$ cat src/hw/rtl/three_channel_root_counter_unit_assert.svh
// ----------------------------------------------------------------------------
// Root counter assertion macros
// Clocked, reset-qualified concurrent assertion shorthands.
// ----------------------------------------------------------------------------
`ifndef THREE_CHANNEL_ROOT_COUNTER_UNIT_ASSERT_SVH
`define THREE_CHANNEL_ROOT_COUNTER_UNIT_ASSERT_SVH

// property holds in the same cycle
`define TCRC_ASSERT(lbl, clk, rst, prop, msg) \
   lbl: assert property (@(posedge clk) disable iff (rst) (prop)) else $error(msg);

// consequent holds in the cycle after the antecedent
`define TCRC_ASSERT_NEXT(lbl, clk, rst, ante, cons, msg) \
   lbl: assert property (@(posedge clk) disable iff (rst) (ante) |=> (cons)) else $error(msg);

`endif

$ cat src/hw/rtl/tcrc_pkg.sv
// ----------------------------------------------------------------------------
// Root counter package
// Types, register map codes, mode bit positions and the IRQ fire helper.
// ----------------------------------------------------------------------------
`timescale 1ns / 1ps

package tcrc_pkg;

   localparam int UNITS  = 3;
   localparam int UNIT_W = 2;

   // opcodes
   localparam logic [1:0] OP_READ  = 2'd0;
   localparam logic [1:0] OP_WRITE = 2'd1;
   localparam logic [1:0] OP_STEP  = 2'd2;

   // register select, low nibble of the offset
   localparam logic [3:0] REG_VALUE  = 4'h0;
   localparam logic [3:0] REG_MODE   = 4'h4;
   localparam logic [3:0] REG_TARGET = 4'h8;

   // mode bit positions
   localparam int MB_SYNC_EN    = 0;
   localparam int MB_RST_TARGET = 3;
   localparam int MB_IRQ_TARGET = 4;
   localparam int MB_IRQ_OVF    = 5;
   localparam int MB_REPEAT     = 6;
   localparam int MB_TOGGLE     = 7;
   localparam int MB_IRQ_STAT   = 10;
   localparam int MB_TGT_HIT    = 11;
   localparam int MB_OVF_HIT    = 12;

   localparam logic [12:0] MODE_KEEP   = 13'h1FFF;
   localparam logic [12:0] MODE_STICKY = 13'h1800;
   localparam logic [15:0] COUNT_MAX   = 16'hFFFF;

   // sync modes
   localparam logic [1:0] SM_PAUSE = 2'd0;
   localparam logic [1:0] SM_FREE  = 2'd1;
   localparam logic [1:0] SM_GATE  = 2'd2;
   localparam logic [1:0] SM_LATCH = 2'd3;

   typedef enum logic [2:0] {
      ST_IDLE,
      ST_ACCESS,
      ST_SOURCE,
      ST_COUNT,
      ST_EDGE
   } state_type;

   typedef struct packed {
      logic [12:0] mode;
      logic        fired;
      logic        hit;
   } fire_type;

   function automatic fire_type fire(input logic [12:0] mode, input logic fired);
      fire_type r;
      r.mode  = mode;
      r.fired = fired;
      r.hit   = 1'b0;
      if (mode[MB_REPEAT] || !fired) begin
         if (mode[MB_TOGGLE]) begin
            r.mode[MB_IRQ_STAT] = ~mode[MB_IRQ_STAT];
            if (!r.mode[MB_IRQ_STAT]) begin
               r.fired = 1'b1;
               r.hit   = 1'b1;
            end
         end else begin
            r.mode[MB_IRQ_STAT] = 1'b1;
            r.fired = 1'b1;
            r.hit   = 1'b1;
         end
      end
      return r;
   endfunction

endpackage

$ cat src/hw/rtl/three_channel_root_counter_unit.sv
// ----------------------------------------------------------------------------
// Three channel root counter unit
// Three 16-bit timers with value, mode and target registers, advanced by
// time step commands one tick per clock through a shared tick unit.
// ----------------------------------------------------------------------------
// Usage:
//   A command is taken on a rising edge with start high and busy low. The
//   opcode picks a register read, a register write or a time step; offset
//   bits 5..4 select the timer and the low nibble the register.
//   Every command returns one result: rsp_valid is high for one cycle with
//   rsp_read_data and rsp_irq_mask. The receiver cannot stall; the result
//   must be taken in that cycle.
//   Reads and writes: busy in the access state, result registered from it.
//   Time steps: the timers are processed one after another by a single
//   tick incrementer, one tick per clock. Each timer passes through source
//   select, a count step for each of its ticks_n ticks plus one exit check,
//   and sync edge, with ticks_n saturated at MAX_TICKS; the result is
//   registered out of the last timer's sync edge. The next command can be
//   taken in the result cycle. Synchronous reset clears all timer state
//   and returns to idle.
// ----------------------------------------------------------------------------
`timescale 1ns / 1ps

module three_channel_root_counter_unit #(
   parameter int MAX_TICKS = 1024
) (
   input  logic        clock,
   input  logic        reset,
   input  logic        start,
   output logic        busy,
   input  logic [1:0]  req_opcode,
   input  logic [5:0]  req_offset,
   input  logic [15:0] req_write_data,
   input  logic [10:0] req_sys_cycles,
   input  logic [10:0] req_dot_ticks,
   input  logic [10:0] req_hblank_ticks,
   input  logic        req_hblank_now,
   input  logic        req_vblank_edge,
   input  logic        req_vblank_now,
   output logic        rsp_valid,
   output logic [15:0] rsp_read_data,
   output logic [2:0]  rsp_irq_mask
);

`include "three_channel_root_counter_unit_assert.svh"

   localparam int TW   = $clog2(MAX_TICKS + 1);
   localparam int CMPW = (TW > 11) ? TW : 11;
   localparam int UW   = tcrc_pkg::UNIT_W;
   localparam int UN   = tcrc_pkg::UNITS;

   // timer state
   logic [15:0] count_ff  [UN];
   logic [12:0] mode_ff   [UN];
   logic [15:0] target_ff [UN];
   logic [2:0]  rem_ff    [UN];
   logic        fired_ff  [UN];
   logic        begun_ff  [UN];
   logic        rnt_ff    [UN];

   // command capture
   logic [1:0]  op_ff;
   logic [3:0]  reg_ff;
   logic [15:0] wdata_ff;
   logic [10:0] sys_ff, dot_ff, hbl_ff;
   logic        hnow_ff, vedge_ff, vnow_ff;

   tcrc_pkg::state_type state_ff, state_in;
   logic [UW-1:0] unit_ff, unit_in;
   logic [TW-1:0] tick_ff, tick_in;
   logic [2:0]    irq_ff, irq_in;

   logic        rsp_valid_ff, rsp_valid_in;
   logic [15:0] rsp_data_ff, rsp_data_in;
   logic [2:0]  rsp_irq_ff;

   // next values for the selected timer
   logic        we;
   logic [15:0] u_count_in;
   logic [12:0] u_mode_in;
   logic [15:0] u_target_in;
   logic [2:0]  u_rem_in;
   logic        u_fired_in, u_begun_in, u_rnt_in;

   logic        unit_ok;
   logic [15:0] cur_count, cur_target;
   logic [12:0] cur_mode;
   logic [2:0]  cur_rem;
   logic        cur_fired, cur_begun, cur_rnt;

   logic            accept;
   logic [11:0]     div_total;
   logic [10:0]     src_ticks;
   logic [CMPW-1:0] t_ext, t_sat;
   logic [1:0]      sm;
   logic            in_period, sync_edge_hit;
   logic [15:0]     cnt_next;
   logic [12:0]     m_work;
   logic            f_work, hit;
   tcrc_pkg::fire_type fr_tgt, fr_ovf;

   assign accept  = start && (state_ff == tcrc_pkg::ST_IDLE);
   assign busy    = (state_ff != tcrc_pkg::ST_IDLE);
   assign unit_ok = (unit_ff < UW'(UN));

   assign cur_count  = count_ff[unit_ff];
   assign cur_mode   = mode_ff[unit_ff];
   assign cur_target = target_ff[unit_ff];
   assign cur_rem    = rem_ff[unit_ff];
   assign cur_fired  = fired_ff[unit_ff];
   assign cur_begun  = begun_ff[unit_ff];
   assign cur_rnt    = rnt_ff[unit_ff];

   // next state
   always_comb begin
      state_in = state_ff;
      unique case (state_ff)
         tcrc_pkg::ST_IDLE: begin
            if (start) begin
               state_in = (req_opcode == tcrc_pkg::OP_STEP) ? tcrc_pkg::ST_SOURCE
                                                            : tcrc_pkg::ST_ACCESS;
            end
         end
         tcrc_pkg::ST_ACCESS: state_in = tcrc_pkg::ST_IDLE;
         tcrc_pkg::ST_SOURCE: state_in = tcrc_pkg::ST_COUNT;
         tcrc_pkg::ST_COUNT: begin
            if (tick_ff == '0) state_in = tcrc_pkg::ST_EDGE;
         end
         tcrc_pkg::ST_EDGE: begin
            state_in = (unit_ff == UW'(UN - 1)) ? tcrc_pkg::ST_IDLE : tcrc_pkg::ST_SOURCE;
         end
         default: state_in = tcrc_pkg::ST_IDLE;
      endcase
   end

   // datapath and outputs
   always_comb begin
      we           = 1'b0;
      u_count_in   = cur_count;
      u_mode_in    = cur_mode;
      u_target_in  = cur_target;
      u_rem_in     = cur_rem;
      u_fired_in   = cur_fired;
      u_begun_in   = cur_begun;
      u_rnt_in     = cur_rnt;
      unit_in      = unit_ff;
      tick_in      = tick_ff;
      irq_in       = irq_ff;
      rsp_valid_in = 1'b0;
      rsp_data_in  = '0;
      div_total    = {1'b0, cur_rem} + {1'b0, sys_ff};
      src_ticks    = sys_ff;
      t_ext        = '0;
      t_sat        = '0;
      sm           = cur_mode[2:1];
      in_period    = (unit_ff == '0) ? hnow_ff : vnow_ff;
      sync_edge_hit = (unit_ff == '0) ? (hbl_ff != '0) : vedge_ff;
      cnt_next     = cur_count + 16'd1;
      m_work       = cur_mode;
      f_work       = cur_fired;
      hit          = 1'b0;
      fr_tgt       = '0;
      fr_ovf       = '0;

      unique case (state_ff)
         tcrc_pkg::ST_IDLE: begin
            if (start) begin
               unit_in = (req_opcode == tcrc_pkg::OP_STEP) ? '0 : req_offset[5:4];
               irq_in  = '0;
            end
         end

         tcrc_pkg::ST_ACCESS: begin
            rsp_valid_in = 1'b1;
            if (unit_ok) begin
               unique case (op_ff)
                  tcrc_pkg::OP_READ: begin
                     unique case (reg_ff)
                        tcrc_pkg::REG_VALUE: rsp_data_in = cur_count;
                        tcrc_pkg::REG_MODE: begin
                           rsp_data_in = {3'b000, cur_mode};
                           u_mode_in   = cur_mode & ~tcrc_pkg::MODE_STICKY;
                           we          = 1'b1;
                        end
                        tcrc_pkg::REG_TARGET: rsp_data_in = cur_target;
                        default: ;
                     endcase
                  end
                  tcrc_pkg::OP_WRITE: begin
                     unique case (reg_ff)
                        tcrc_pkg::REG_VALUE: begin
                           u_count_in = wdata_ff;
                           u_rem_in   = '0;
                           we         = 1'b1;
                        end
                        tcrc_pkg::REG_MODE: begin
                           u_count_in = '0;
                           u_rem_in   = '0;
                           u_fired_in = 1'b0;
                           u_begun_in = 1'b0;
                           u_rnt_in   = 1'b0;
                           u_mode_in  = (wdata_ff[12:0] & tcrc_pkg::MODE_KEEP
                                         & ~tcrc_pkg::MODE_STICKY)
                                        | (13'd1 << tcrc_pkg::MB_IRQ_STAT);
                           we         = 1'b1;
                        end
                        tcrc_pkg::REG_TARGET: begin
                           u_target_in = wdata_ff;
                           we          = 1'b1;
                        end
                        default: ;
                     endcase
                  end
                  default: ;
               endcase
            end
         end

         tcrc_pkg::ST_SOURCE: begin
            we = 1'b1;
            if (unit_ff == UW'(0) && cur_mode[8]) begin
               src_ticks = dot_ff;
            end else if (unit_ff == UW'(1) && cur_mode[8]) begin
               src_ticks = hbl_ff;
            end else if (unit_ff == UW'(2) && cur_mode[9]) begin
               // divide by eight, carry the remainder to the next step
               src_ticks = 11'(div_total >> 3);
               u_rem_in  = div_total[2:0];
            end else begin
               src_ticks = sys_ff;
               u_rem_in  = '0;
            end
            if (cur_mode[tcrc_pkg::MB_SYNC_EN]) begin
               if (unit_ff == UW'(2)) begin
                  if (sm == tcrc_pkg::SM_PAUSE || sm == tcrc_pkg::SM_LATCH) src_ticks = '0;
               end else begin
                  unique case (sm)
                     tcrc_pkg::SM_PAUSE: if (in_period) src_ticks = '0;
                     tcrc_pkg::SM_FREE:  ;
                     tcrc_pkg::SM_GATE:  if (!in_period) src_ticks = '0;
                     tcrc_pkg::SM_LATCH: if (!cur_begun) src_ticks = '0;
                     default: ;
                  endcase
               end
            end
            t_ext   = CMPW'(src_ticks);
            t_sat   = (t_ext > CMPW'(MAX_TICKS)) ? CMPW'(MAX_TICKS) : t_ext;
            tick_in = TW'(t_sat);
         end

         tcrc_pkg::ST_COUNT: begin
            if (tick_ff != '0) begin
               we      = 1'b1;
               tick_in = tick_ff - TW'(1);
               if (cur_rnt) begin
                  u_count_in = '0;
                  u_rnt_in   = 1'b0;
               end else begin
                  u_count_in = cnt_next;
                  if (cnt_next == cur_target) begin
                     m_work[tcrc_pkg::MB_TGT_HIT] = 1'b1;
                     if (m_work[tcrc_pkg::MB_IRQ_TARGET]) begin
                        fr_tgt = tcrc_pkg::fire(m_work, f_work);
                        m_work = fr_tgt.mode;
                        f_work = fr_tgt.fired;
                        hit    = fr_tgt.hit;
                     end
                     if (m_work[tcrc_pkg::MB_RST_TARGET]) u_rnt_in = 1'b1;
                  end
                  // wrap can coincide with a target of zero: second fire sees the first
                  if (cur_count == tcrc_pkg::COUNT_MAX) begin
                     m_work[tcrc_pkg::MB_OVF_HIT] = 1'b1;
                     if (m_work[tcrc_pkg::MB_IRQ_OVF]) begin
                        fr_ovf = tcrc_pkg::fire(m_work, f_work);
                        m_work = fr_ovf.mode;
                        f_work = fr_ovf.fired;
                        hit    = hit | fr_ovf.hit;
                     end
                  end
                  u_mode_in  = m_work;
                  u_fired_in = f_work;
               end
               if (hit) irq_in = irq_ff | (3'd1 << unit_ff);
            end
         end

         tcrc_pkg::ST_EDGE: begin
            if (cur_mode[tcrc_pkg::MB_SYNC_EN] && unit_ff != UW'(2) && sync_edge_hit) begin
               we = 1'b1;
               if (sm == tcrc_pkg::SM_FREE || sm == tcrc_pkg::SM_GATE) begin
                  u_count_in = '0;
                  u_rnt_in   = 1'b0;
               end else if (sm == tcrc_pkg::SM_LATCH) begin
                  u_begun_in = 1'b1;
               end
            end
            unit_in = unit_ff + UW'(1);
            if (unit_ff == UW'(UN - 1)) rsp_valid_in = 1'b1;
         end

         default: ;
      endcase
   end

   always_ff @(posedge clock) begin
      if (reset) begin
         state_ff     <= tcrc_pkg::ST_IDLE;
         rsp_valid_ff <= 1'b0;
         unit_ff      <= '0;
         tick_ff      <= '0;
         irq_ff       <= '0;
         for (int i = 0; i < UN; i++) begin
            count_ff[i]  <= '0;
            mode_ff[i]   <= '0;
            target_ff[i] <= '0;
            rem_ff[i]    <= '0;
            fired_ff[i]  <= 1'b0;
            begun_ff[i]  <= 1'b0;
            rnt_ff[i]    <= 1'b0;
         end
      end else begin
         state_ff     <= state_in;
         rsp_valid_ff <= rsp_valid_in;
         unit_ff      <= unit_in;
         tick_ff      <= tick_in;
         irq_ff       <= irq_in;
         if (we && unit_ok) begin
            count_ff[unit_ff]  <= u_count_in;
            mode_ff[unit_ff]   <= u_mode_in;
            target_ff[unit_ff] <= u_target_in;
            rem_ff[unit_ff]    <= u_rem_in;
            fired_ff[unit_ff]  <= u_fired_in;
            begun_ff[unit_ff]  <= u_begun_in;
            rnt_ff[unit_ff]    <= u_rnt_in;
         end
      end
   end

   // payload registers
   always_ff @(posedge clock) begin
      if (accept) begin
         op_ff    <= req_opcode;
         reg_ff   <= req_offset[3:0];
         wdata_ff <= req_write_data;
         sys_ff   <= req_sys_cycles;
         dot_ff   <= req_dot_ticks;
         hbl_ff   <= req_hblank_ticks;
         hnow_ff  <= req_hblank_now;
         vedge_ff <= req_vblank_edge;
         vnow_ff  <= req_vblank_now;
      end
      if (rsp_valid_in) begin
         rsp_data_ff <= rsp_data_in;
         rsp_irq_ff  <= irq_in;
      end
   end

   assign rsp_valid     = rsp_valid_ff;
   assign rsp_read_data = rsp_data_ff;
   assign rsp_irq_mask  = rsp_irq_ff;

   `TCRC_ASSERT_NEXT(a_accept_busy, clock, reset, start && !busy, busy, "transfer did not raise busy")
   `TCRC_ASSERT(a_rsp_after_busy, clock, reset, !rsp_valid || $past(busy), "result without command")
   `TCRC_ASSERT(a_tick_bound, clock, reset, tick_ff <= TW'(MAX_TICKS), "tick count above saturation")
   `TCRC_ASSERT(a_irq_only_step, clock, reset, !(rsp_valid && rsp_irq_mask != '0) || $past(state_ff == tcrc_pkg::ST_EDGE), "irq mask on register access")

endmodule
$ cat config.mk
export PLATFORM = sky130hd
export DESIGN_NAME = three_channel_root_counter_unit
export DESIGN_NICKNAME = d
export VERILOG_FILES = /design/src/hw/rtl/tcrc_pkg.sv /design/src/hw/rtl/three_channel_root_counter_unit.sv
export VERILOG_INCLUDE_DIRS = /design/src /design/src/hw/rtl
export SDC_FILE = /design/constraint.sdc
export NUM_CORES = 1
export LEC_CHECK = 0
export BUFFER_PORTS_ARGS = -buffer_cell sky130_fd_sc_hd__buf_2
export CAP_MARGIN = 20
export CORE_ASPECT_RATIO = 0.9
export CORE_MARGIN = 2
export CORE_UTILIZATION = 37
export DETAILED_ROUTE_END_ITERATION = 16
export PLACE_DENSITY = 0.63
export SLEW_MARGIN = 5
export SYNTH_ARGS = -nofsm -noshare
export SYNTH_HDL_FRONTEND = slang
export SYNTH_SLANG_ARGS = --single-unit
$ cat constraint.sdc
create_clock -name clock -period 7.9 [get_ports clock]
set_clock_uncertainty 0.1 [all_clocks]
set_input_delay 0.79 -clock clock [delete_from_list [all_inputs] [get_ports clock]]
set_output_delay 0.79 -clock clock [all_outputs]
set_load 0.05 [all_outputs]
# After elaboration in Yosys (flattened, before gate mapping)
# Memory sizes are Yosys's and may differ from the RTL's. A register that Yosys moved wholly into a read port is not among the register bits.
# Cells that the tools add are included.
# totals
ff_bits,97
mem_bits_rw,153
input_bits,63
out_inout_bits,21
n_memories,7
# op_classes
addsub,4
magnitude_cmp,2
eq_ne,19
shift,1
n_mux,170
n_bitwise,4
n_reduce_logical,37
# mem_list
memory,depth,word_bits,read_ports,rd_ports_with_merged_regs,wr,line,source
count_ff,3,16,1,1,3,three_channel_root_counter_unit.sv:53,logic [15:0] count_ff [UN];
target_ff,3,16,1,1,3,three_channel_root_counter_unit.sv:55,logic [15:0] target_ff [UN];
mode_ff,3,13,1,1,3,three_channel_root_counter_unit.sv:54,logic [12:0] mode_ff [UN];
rem_ff,3,3,1,1,3,three_channel_root_counter_unit.sv:56,logic [2:0] rem_ff [UN];
begun_ff,3,1,1,1,3,three_channel_root_counter_unit.sv:58,logic begun_ff [UN];
fired_ff,3,1,1,1,3,three_channel_root_counter_unit.sv:57,logic fired_ff [UN];
1 more memories,--,--,--,--,--,--,
# ops
operator,n
two-way mux 13 bit,15
two-way mux 16 bit,12
two-way mux 11 bit,14
case mux 16 bit (3 select lines),2
two-way mux 2 bit,36
two-way mux 1 bit,64
case mux 13 bit (2 select lines),2
two-way mux 3 bit,12
case mux 11 bit (3 select lines),1
case mux 16 bit (2 select lines),1
OR reduction 16 bit,2
case mux 11 bit (2 select lines),1
nonzero test 11 bit,2
"adder 16 x 1 -> 16 bit, second input constant",1
equality test 16 bit,1
"equality test 16 bit, second input constant",1
OR reduction 13 bit,1
adder 3 x 11 -> 12 bit,1
case mux 3 bit (2 select lines),2
case mux 3 bit (4 select lines),1
"> comparator 11 bit, second input constant",1
zero test 11 bit,1
"subtractor 11 x 1 -> 11 bit, second input constant",1
"equality test 2 bit, second input constant",4
other kinds (30),58

# Longest topological paths before layout
# Gate-level depths: netlist of the first run.
# logic_depth
ltp_word,29
ltp_mapped,19
ltp_nobuf,13

# Worst setup path before layout of the first run
# No wires, ideal clock.
# synth_path
path_type,register to register
from,register (tool-made name)
to,register tick_ff[7]
arrival_time_ns,4.160
path_slack_ns,3.555
stages_incl_launch_ff,18
path_buffers,6
period_less_slack_ns,4.345
cell_sequence,dfxtp_1 buf_6 buf_12 buf_8 buf_2 buf_2 buf_2 mux4_2 ha_1 a21o_1 a21oi_1 xor2_1 o21ai_0 a22oi_1 o21ai_0 nor4_1 a31oi_1 a211oi_1
# synth_lines
item,line,source
to (signal assigned),three_channel_root_counter_unit.sv:325,tick_ff <= tick_in;
to (decl),three_channel_root_counter_unit.sv:70,"logic [TW-1:0] tick_ff, tick_in;"

==> flow_summary.json, run 1 <==
{
  "timing.critical_path.max_delay_family": "simple AND/OR/NAND/NOR gates",
  "cts.repair.resized": 0,
  "cp_slowest_stage_delay_ns": 0.89,
  "hold_viol": 0,
  "clock_tree.buffer_depth": 3,
  "port_buffers": 83,
  "worstSkewPairLatency_ns": 0.60,
  "synthMostInstantiatedCell": "sky130_fd_sc_hd__edfxtp_1",
  "timing.critical_path.required_ns": 8.12,
  "synth_seq_area_share_pct": 60.7,
  "floorplan.initialDensity_pct": 37.3,
  "ys_seq_elements": 303,
  "timing_worst_slew_pin_value_ns": 0.968,
  "yosys-top-cells-count": "281 x sky130_fd_sc_hd__edfxtp_1, 239 x sky130_fd_sc_hd__nor2_1, 75 x sky130_fd_sc_hd__inv_1, 58 x sky130_fd_sc_hd__nand2_1, 51 x sky130_fd_sc_hd__mux4_2",
  "cts.sink_count": 303,
  "finalCoreUtilization_pct": 42.7,
  "finalWeightedCongestion": 0.877,
  "post_synth_main_area_contributors": "sky130_fd_sc_hd__edfxtp_1 58%, sky130_fd_sc_hd__mux4_2 7.9%, sky130_fd_sc_hd__nor2_1 6.1%, sky130_fd_sc_hd__mux2i_1 3.1%, sky130_fd_sc_hd__dfxtp_1 3.0%",
  "finalWorstPathRequiredPeriod_ns": 4.88,
  "detail-route-antenna-nets": 0,
  "grt_overflow": 0,
  "critical_path.startpoint_type": "flip-flop",
  "synth_async_sr_flop_share_pct": 0,
  "status": "completed",
  "dieArea_sq_um": 41100,
  "unrepaired_setup_endpoints_after_global_routing": "false",
  "clock_power_share_pct": 36.9,
  "highest_ir_drop_seen_on_vdd_v": 0.000163,
  "dr_total_vias": 9920,
  "yosys_warnings": 0,
  "num_antenna_cells": 0,
  "groute.usage.overall_pct": 18.6,
  "ys_dominant_reg_cell": "sky130_fd_sc_hd__edfxtp_1",
  "die_h_microns": 193,
  "layout.cell_area.non_filler_sq_um": 16700,
  "first_global_vias": 9981,
  "multiInputGateArea_sq_um": 5390,
  "power.switching_fraction_pct": 26.9,
  "synthesis.area_per_instance_sq_um": 12.5,
  "pwr_density_cell_nw_per_um2": 231,
  "min_period_over_period_pct": 61.7,
  "power_frac_seq_pct": 49.4,
  "tritoncts.num_buffers": 31,
  "cts.hold.buffers_added": 0,
  "area_delta_synth_final_pct": 14.5,
  "clock_tree.root_cell": "sky130_fd_sc_hd__clkbuf_16",
  "total_switching_power_uw": 1040,
  "route.final.wire_length_microns": 37400,
  "post_drt_via_cell_ratio": 5.36,
  "wire_per_inst_microns": 20.2,
  "p_leak_uw": 0.00638,
  "detailed_place.area_sq_um": 15700,
  "achievable-frequency_mhz": 205,
  "finish.net_count": 1371,
  "grt_max_degree": 53,
  "synth_cell_types": 68,
  "seqCellArea_sq_um": 8880,
  "final_standard_cell_count_with_taps_included_and_fillers_excluded": 1851,
  "timing.hold.ws_ns": 0.268,
  "ctsHtreeMaxLevel": 1,
  "cts_tree": "done",
  "worst_setup_path_end_kind": "flip-flop",
  "worst_setup_hold_path_clk_slew_ns": 0.06,
  "maxSlewViolCount": 0,
  "path_buf_inv": 1,
  "coreArea_sq_um": 39200,
  "synthesis.instances": 1175,
  "num_io_pins": 84,
  "synthesis.area_sq_um": 14600,
  "synth-edff-count": 281,
  "antenna_found_initial": 0,
  "hold_path_class": "in2reg",
  "final_hpwl_dp_microns": 24800,
  "slowest_stage": "sky130_fd_sc_hd__dfxtp_2",
  "die_x_microns": 214,
  "setup-violations-final": 0,
  "post_cts.repair.setup_buffers": 0,
  "final_layout_size_suffix_gt1_share_pct": 16.5,
  "path_class": "reg2reg",
  "fillCellCount": 3656,
  "grt_first_pass_wirelength_microns": 58100,
  "yosys.area.top_type_share_pct": 57.7,
  "timing.max_cap.violations": 0,
  "cell_internal_pwr_uw": 2830,
  "number_of_cells_after_detailed_placement": 1792,
  "rows": 69,
  "critPathMostFrequentCell": "sky130_fd_sc_hd__nor4_2",
  "dr.pass1.iters": 5,
  "setup-tns-final_ns": 0,
  "arrival_ns": 5.10,
  "number_of_drc_markers_in_iteration_0": 855,
  "power_frac_comb_pct": 13.7,
  "cp_cell_sequence": "buf_4 > mux4_2 > nand4_1 > nor4_2 > xnor2_1 > or4b_1 > nor4_2 > nand3_1 > o21ai_1 > nor3_1",
  "critical_path.max_fanout": 27,
  "yosys.area.top_type": "sky130_fd_sc_hd__edfxtp_1",
  "remaining_drc_errors": 0,
  "worst_slew_margin_rel_pct": 35.4
}
cell families after synthesis:
group,share of synthesized area (%)
compound gates,7.63
xor+xnor,2.58
fa+ha+maj,1.25
buf+inv,3.88
flops,60.7
mux,10.9
other cells,0.0256
simple gates,13.0
sequential cells by signal (all words and copies together), names as in the netlist, 2 cells and up, named ones only:
| register | flops |
|---|---|
| reg_ff | 4 |
| tick_ff | 11 |
| mode_ff | 52 |
| rsp_irq_mask | 3 |
| unit_ff | 2 |
| state_ff | 3 |
| op_ff | 2 |
| rsp_read_data | 16 |
| dot_ff | 11 |
| rnt_ff | 4 |
| fired_ff | 4 |
| sys_ff | 11 |
| hbl_ff | 11 |
| count_ff | 64 |
| begun_ff | 4 |
| wdata_ff | 16 |
| irq_ff | 3 |
| rem_ff | 12 |
| target_ff | 64 |
metrics by stage:
stage,power [uW],setup WS [ns]
after CTS,3900,3.07
after detailed placement,2470,3.09
final,3880,3.02
after global placement,2460,3.13
after global routing,4030,2.70
after floorplan,2300,3.55
routing by layer:
| metal | vias up | wire, microns | global-route usage (%) |
|---|---|---|---|
| met5 | - | 0 | 0 |
| met4 | 0 | 1030 | 6.20 |
| met3 | 58 | 2880 | 3.03 |
| met2 | 354 | 16700 | 28.7 |
| met1 | 4979 | 16800 | 26.7 |
| li1 | 4529 | - | - |
layout by cell type, fill, tap and decap left out, types with 11 or more instances in the layout:
master	instances
sky130_fd_sc_hd__a21oi_1	44
sky130_fd_sc_hd__buf_2	83
sky130_fd_sc_hd__buf_4	15
sky130_fd_sc_hd__clkbuf_16	31
sky130_fd_sc_hd__conb_1	51
sky130_fd_sc_hd__dfxtp_1	20
sky130_fd_sc_hd__edfxtp_1	281
sky130_fd_sc_hd__ha_1	13
sky130_fd_sc_hd__inv_1	74
sky130_fd_sc_hd__mux2i_1	45
sky130_fd_sc_hd__mux4_2	51
sky130_fd_sc_hd__nand2_1	55
sky130_fd_sc_hd__nand2b_1	11
sky130_fd_sc_hd__nand3_1	25
sky130_fd_sc_hd__nor2_1	238
sky130_fd_sc_hd__nor3_1	21
sky130_fd_sc_hd__o21ai_0	25
sky130_fd_sc_hd__xnor2_1	17
sky130_fd_sc_hd__xor2_1	13
final cells by class:
type,count,share of cell area [%]
well taps,532,3.97
multi-input cells,784,32.2
clock inverters,20,1.03
flip-flops and latches,303,53.0
repair buffers,99,3.32
inverters,75,1.68
clock buffers,38,4.79
final timing paths:
check,startpoint,endpoint,slack [ns],cells after the start
max,flip-flop,mode_ff[1][10]$_SDFFCE_PN0P_,3.02,10
min,req_write_data[4],wdata_ff[4]$_DFFE_PP_,0.27,1
max reg2reg,flip-flop,mode_ff[1][10]$_SDFFCE_PN0P_,3.02,10
min reg2reg,tick_ff[8]$_SDFFE_PP0P_,tick_ff[8]$_SDFFE_PP0P_,0.41,2
power groups by stage:
stage | sequential (uW) | clock (uW) | combinational (uW)
finish | 1920 | 1430 | 530
global route | 1930 | 1520 | 578
CTS | 1920 | 1460 | 523
detailed placement | 1950 | 0 | 520
global placement | 1950 | 0 | 512
floorplan | 1950 | 0 | 353
(Power assumes the default switching activity.)
==> run 2: changes to the inputs <==
--- a/config.mk
+++ b/config.mk
@@ -6,13 +6,14 @@
 export SDC_FILE = /design/constraint.sdc
 export NUM_CORES = 1
 export LEC_CHECK = 0
+export ABC_AREA = 1
 export BUFFER_PORTS_ARGS = -buffer_cell sky130_fd_sc_hd__buf_2
 export CAP_MARGIN = 20
 export CORE_ASPECT_RATIO = 0.9
 export CORE_MARGIN = 2
 export CORE_UTILIZATION = 37
 export DETAILED_ROUTE_END_ITERATION = 16
-export PLACE_DENSITY = 0.63
+export PLACE_DENSITY = 0.65
 export SLEW_MARGIN = 5
 export SYNTH_ARGS = -nofsm -noshare
 export SYNTH_HDL_FRONTEND = slang
==> constraint.sdc (replaced) <==
create_clock -name clock -period 3.9 [get_ports clock]
set_clock_uncertainty 0.1 [all_clocks]
set_input_delay 0.39 -clock clock [delete_from_list [all_inputs] [get_ports clock]]
set_output_delay 0.39 -clock clock [all_outputs]
set_load 0.05 [all_outputs]
==> run 2 against run 1 <==
Largest power group unchanged. Sequential cell count did not move. First-iteration DRC count rose by 37%. Combinational power rose to 4.4 times the previous value. Largest cell class unchanged. Synthesized cell count rose by 52%. Global-route usage rose by 2.7 points. Power rose by 150%. Final area rose by 12%. Non-clock buffer count rose by 84. Via count rose by 33%. Highest routed layer unchanged. Utilization rose by 2.0 points.
==> flow_summary.json, run 2 <==
{
  "cts_tree": "done",
  "worst_slew_margin_rel_pct": 34.2,
  "groute.usage.overall_pct": 21.3,
  "yosys-top-cells-count": "508 x sky130_fd_sc_hd__nand2_1, 281 x sky130_fd_sc_hd__edfxtp_1, 248 x sky130_fd_sc_hd__nor2_1, 189 x sky130_fd_sc_hd__inv_1, 161 x sky130_fd_sc_hd__nand3_1",
  "cts.sink_count": 303,
  "worst_setup_path_end_kind": "flip-flop",
  "dieArea_sq_um": 44000,
  "post_drt_via_cell_ratio": 5.14,
  "timing.hold.ws_ns": 0.0503,
  "synthMostInstantiatedCell": "sky130_fd_sc_hd__nand2_1",
  "wire_per_inst_microns": 17.9,
  "setup-violations-final": 0,
  "unrepaired_setup_endpoints_after_global_routing": "false",
  "detail-route-antenna-nets": 0,
  "post_synth_main_area_contributors": "sky130_fd_sc_hd__edfxtp_1 54%, sky130_fd_sc_hd__nand2_1 12%, sky130_fd_sc_hd__nor2_1 5.9%, sky130_fd_sc_hd__nand3_1 5.1%, sky130_fd_sc_hd__inv_1 4.5%",
  "timing.max_cap.violations": 0,
  "port_buffers": 83,
  "fillCellCount": 4027,
  "clock_tree.root_cell": "sky130_fd_sc_hd__clkbuf_16",
  "path_class": "reg2reg",
  "finish.net_count": 2075,
  "hold_viol": 0,
  "synth-edff-count": 281,
  "min_period_over_period_pct": 91.8,
  "achievable-frequency_mhz": 279,
  "floorplan.initialDensity_pct": 37.5,
  "dr.pass1.iters": 5,
  "clock_tree.buffer_depth": 3,
  "ctsHtreeMaxLevel": 2,
  "status": "completed",
  "die_h_microns": 199,
  "yosys.area.top_type": "sky130_fd_sc_hd__edfxtp_1",
  "dpl_worst_slack_ns": 0.397,
  "rows": 71,
  "final_layout_size_suffix_gt1_share_pct": 12.0,
  "ys_dominant_reg_cell": "sky130_fd_sc_hd__edfxtp_1",
  "final.setup.worst_slack_ns": 0.321,
  "p_leak_uw": 0.00821,
  "cts.repair.resized": 0,
  "synthesis.area_sq_um": 15600,
  "route.final.wire_length_microns": 46000,
  "critical_path.startpoint_type": "flip-flop",
  "layout.cell_area.non_filler_sq_um": 18700,
  "tritoncts.num_buffers": 34,
  "post_cts.repair.setup_buffers": 0,
  "coreArea_sq_um": 41800,
  "yosys.area.top_type_share_pct": 53.9,
  "finalWeightedCongestion": 1.01,
  "timing_worst_slew_pin_value_ns": 0.984,
  "mostFrequentLayoutCells": "505 x sky130_fd_sc_hd__nand2_1, 281 x sky130_fd_sc_hd__edfxtp_1, 247 x sky130_fd_sc_hd__nor2_1",
  "largest_registers": "count_ff (64), target_ff (64), mode_ff (52)",
  "final_hpwl_dp_microns": 31700,
  "setup-tns-final_ns": 0,
  "maxSlewViolCount": 0,
  "hold_path_class": "in2reg",
  "yosys_warnings": 0,
  "worst_setup_hold_path_clk_slew_ns": 0.06,
  "grt_max_degree": 58,
  "pwr_density_cell_nw_per_um2": 513,
  "layout.cells.most_common": "sky130_fd_sc_hd__nand2_1",
  "detailed_place.area_sq_um": 17000,
  "timing.critical_path.required_ns": 4.07,
  "cts.hold.buffers_added": 58,
  "number_of_drc_markers_in_iteration_0": 1168,
  "synth_seq_area_share_pct": 56.7,
  "die_x_microns": 221,
  "synthesis.instances": 1791,
  "remaining_drc_errors": 0,
  "highest_ir_drop_seen_on_vdd_v": 0.000385,
  "finalCoreUtilization_pct": 44.7,
  "area_delta_synth_final_pct": 19.4,
  "num_io_pins": 84,
  "grt_first_pass_wirelength_microns": 70500,
  "ys_seq_elements": 303,
  "first_global_vias": 12500,
  "critical_path.max_fanout": 29,
  "worstSkewPairLatency_ns": 0.54,
  "arrival_ns": 3.75,
  "dr_total_vias": 13200,
  "synth_cell_types": 46,
  "synth_async_sr_flop_share_pct": 0,
  "grt_overflow": 0,
  "num_antenna_cells": 0,
  "synthesis.area_per_instance_sq_um": 8.74,
  "finalWorstPathRequiredPeriod_ns": 3.58,
  "antenna_found_initial": 0
}
run 2: cell types whose count changed in the layout (fill, tap and decap cells not counted), sizes merged, moves of 16 or more:
cell         previous run  this run
nand2                  58       524
buf                    99       125
mux2i                  45         0
nand3                  25       165
o21ai                  27        93
mux4                   51         0
inv                    77       205
o22ai                   9        25
dlygate4sd3             0        58
nor2                  239       266
xnor2                  17         1
run 2: area by class of cell:
type | count | area, sq um | share of cell area, %
Tap cell | 547 | 684 | 3.66
Inverter | 204 | 771 | 4.13
Multi-Input combinational cell | 1272 | 5850 | 31.3
Clock buffer | 48 | 975 | 5.22
Timing Repair Buffer | 183 | 1390 | 7.46
Sequential cell | 303 | 8880 | 47.6
Clock inverter | 13 | 124 | 0.663
run 2: final timing paths:
check                                               endpoint                  from  slack (ns)  cells past startpoint
worst max-delay path            mode_ff[0][10]$_SDFFCE_PN0P_             flip-flop        0.32                     24
worst min-delay path                    irq_ff[0]$_SDFF_PP0_                 reset        0.05                      2
worst max register to register  mode_ff[0][10]$_SDFFCE_PN0P_             flip-flop        0.32                     24
worst min register to register          irq_ff[2]$_SDFF_PP0_  irq_ff[2]$_SDFF_PP0_        0.38                      2
run 2: kinds of logic after synthesis:
logic type | share of synthesized area [%]
flip-flops | 56.7
AND/OR/NAND/NOR | 26.3
XOR/XNOR | 0.336
AO/OA/AOI/OAI | 8.20
adder cells (fa/ha/maj) | 1.17
buffers and inverters | 7.22
other | 0.0240
run 2: power by group:
part	switching, uW	internal, uW	leakage, uW
Sequential	148	3910	0.00301
Combinational	1670	673	0.00466
Clock	1290	1880	0.000534
run 2: critical path: stages, from the launching register on:
cell and delay (ns):
sky130_fd_sc_hd__dfxtp_2 0.34, sky130_fd_sc_hd__inv_2 0.17, sky130_fd_sc_hd__buf_4 0.41, sky130_fd_sc_hd__nand2_1 0.12
sky130_fd_sc_hd__nand2_2 0.15, sky130_fd_sc_hd__ha_1 0.20, sky130_fd_sc_hd__nand3_2 0.13, sky130_fd_sc_hd__inv_2 0.09
sky130_fd_sc_hd__nand2_1 0.09, sky130_fd_sc_hd__nor2_4 0.19, sky130_fd_sc_hd__nand2_1 0.07, sky130_fd_sc_hd__nand2_1 0.09
sky130_fd_sc_hd__nand2_1 0.10, sky130_fd_sc_hd__nand2_1 0.07, sky130_fd_sc_hd__nand2_1 0.05, sky130_fd_sc_hd__nor2_1 0.11
sky130_fd_sc_hd__nand2_1 0.06, sky130_fd_sc_hd__nor2_1 0.14, sky130_fd_sc_hd__nand3_1 0.14, sky130_fd_sc_hd__nand2_1 0.11
sky130_fd_sc_hd__nand2_1 0.07, sky130_fd_sc_hd__nand3_1 0.10, sky130_fd_sc_hd__nand2_1 0.07, sky130_fd_sc_hd__nand2_2 0.08
sky130_fd_sc_hd__a21oi_1 0.07
run 2: stage by stage:
| stage | std cells | power (uW) |
|---|---|---|
| 3_3_place_gp | 2450 | 6340 |
| 2_1_floorplan | 1841 | 5650 |
| 5_1_grt | 2570 | 10000 |
| 6_report | 2570 | 9570 |
| 4_1_cts | 2569 | 9610 |
| 3_5_place_dp | 2450 | 6380 |
run 2: layer usage:
metal / vias up / track usage, % / wire [microns]
li1: 6345 / - / -
met1: 6230 / 27.5 / 19000
met2: 514 / 35.3 / 21600
met3: 120 / 3.71 / 3500
met4: 0 / 8.89 / 1900
met5: - / 0 / 0
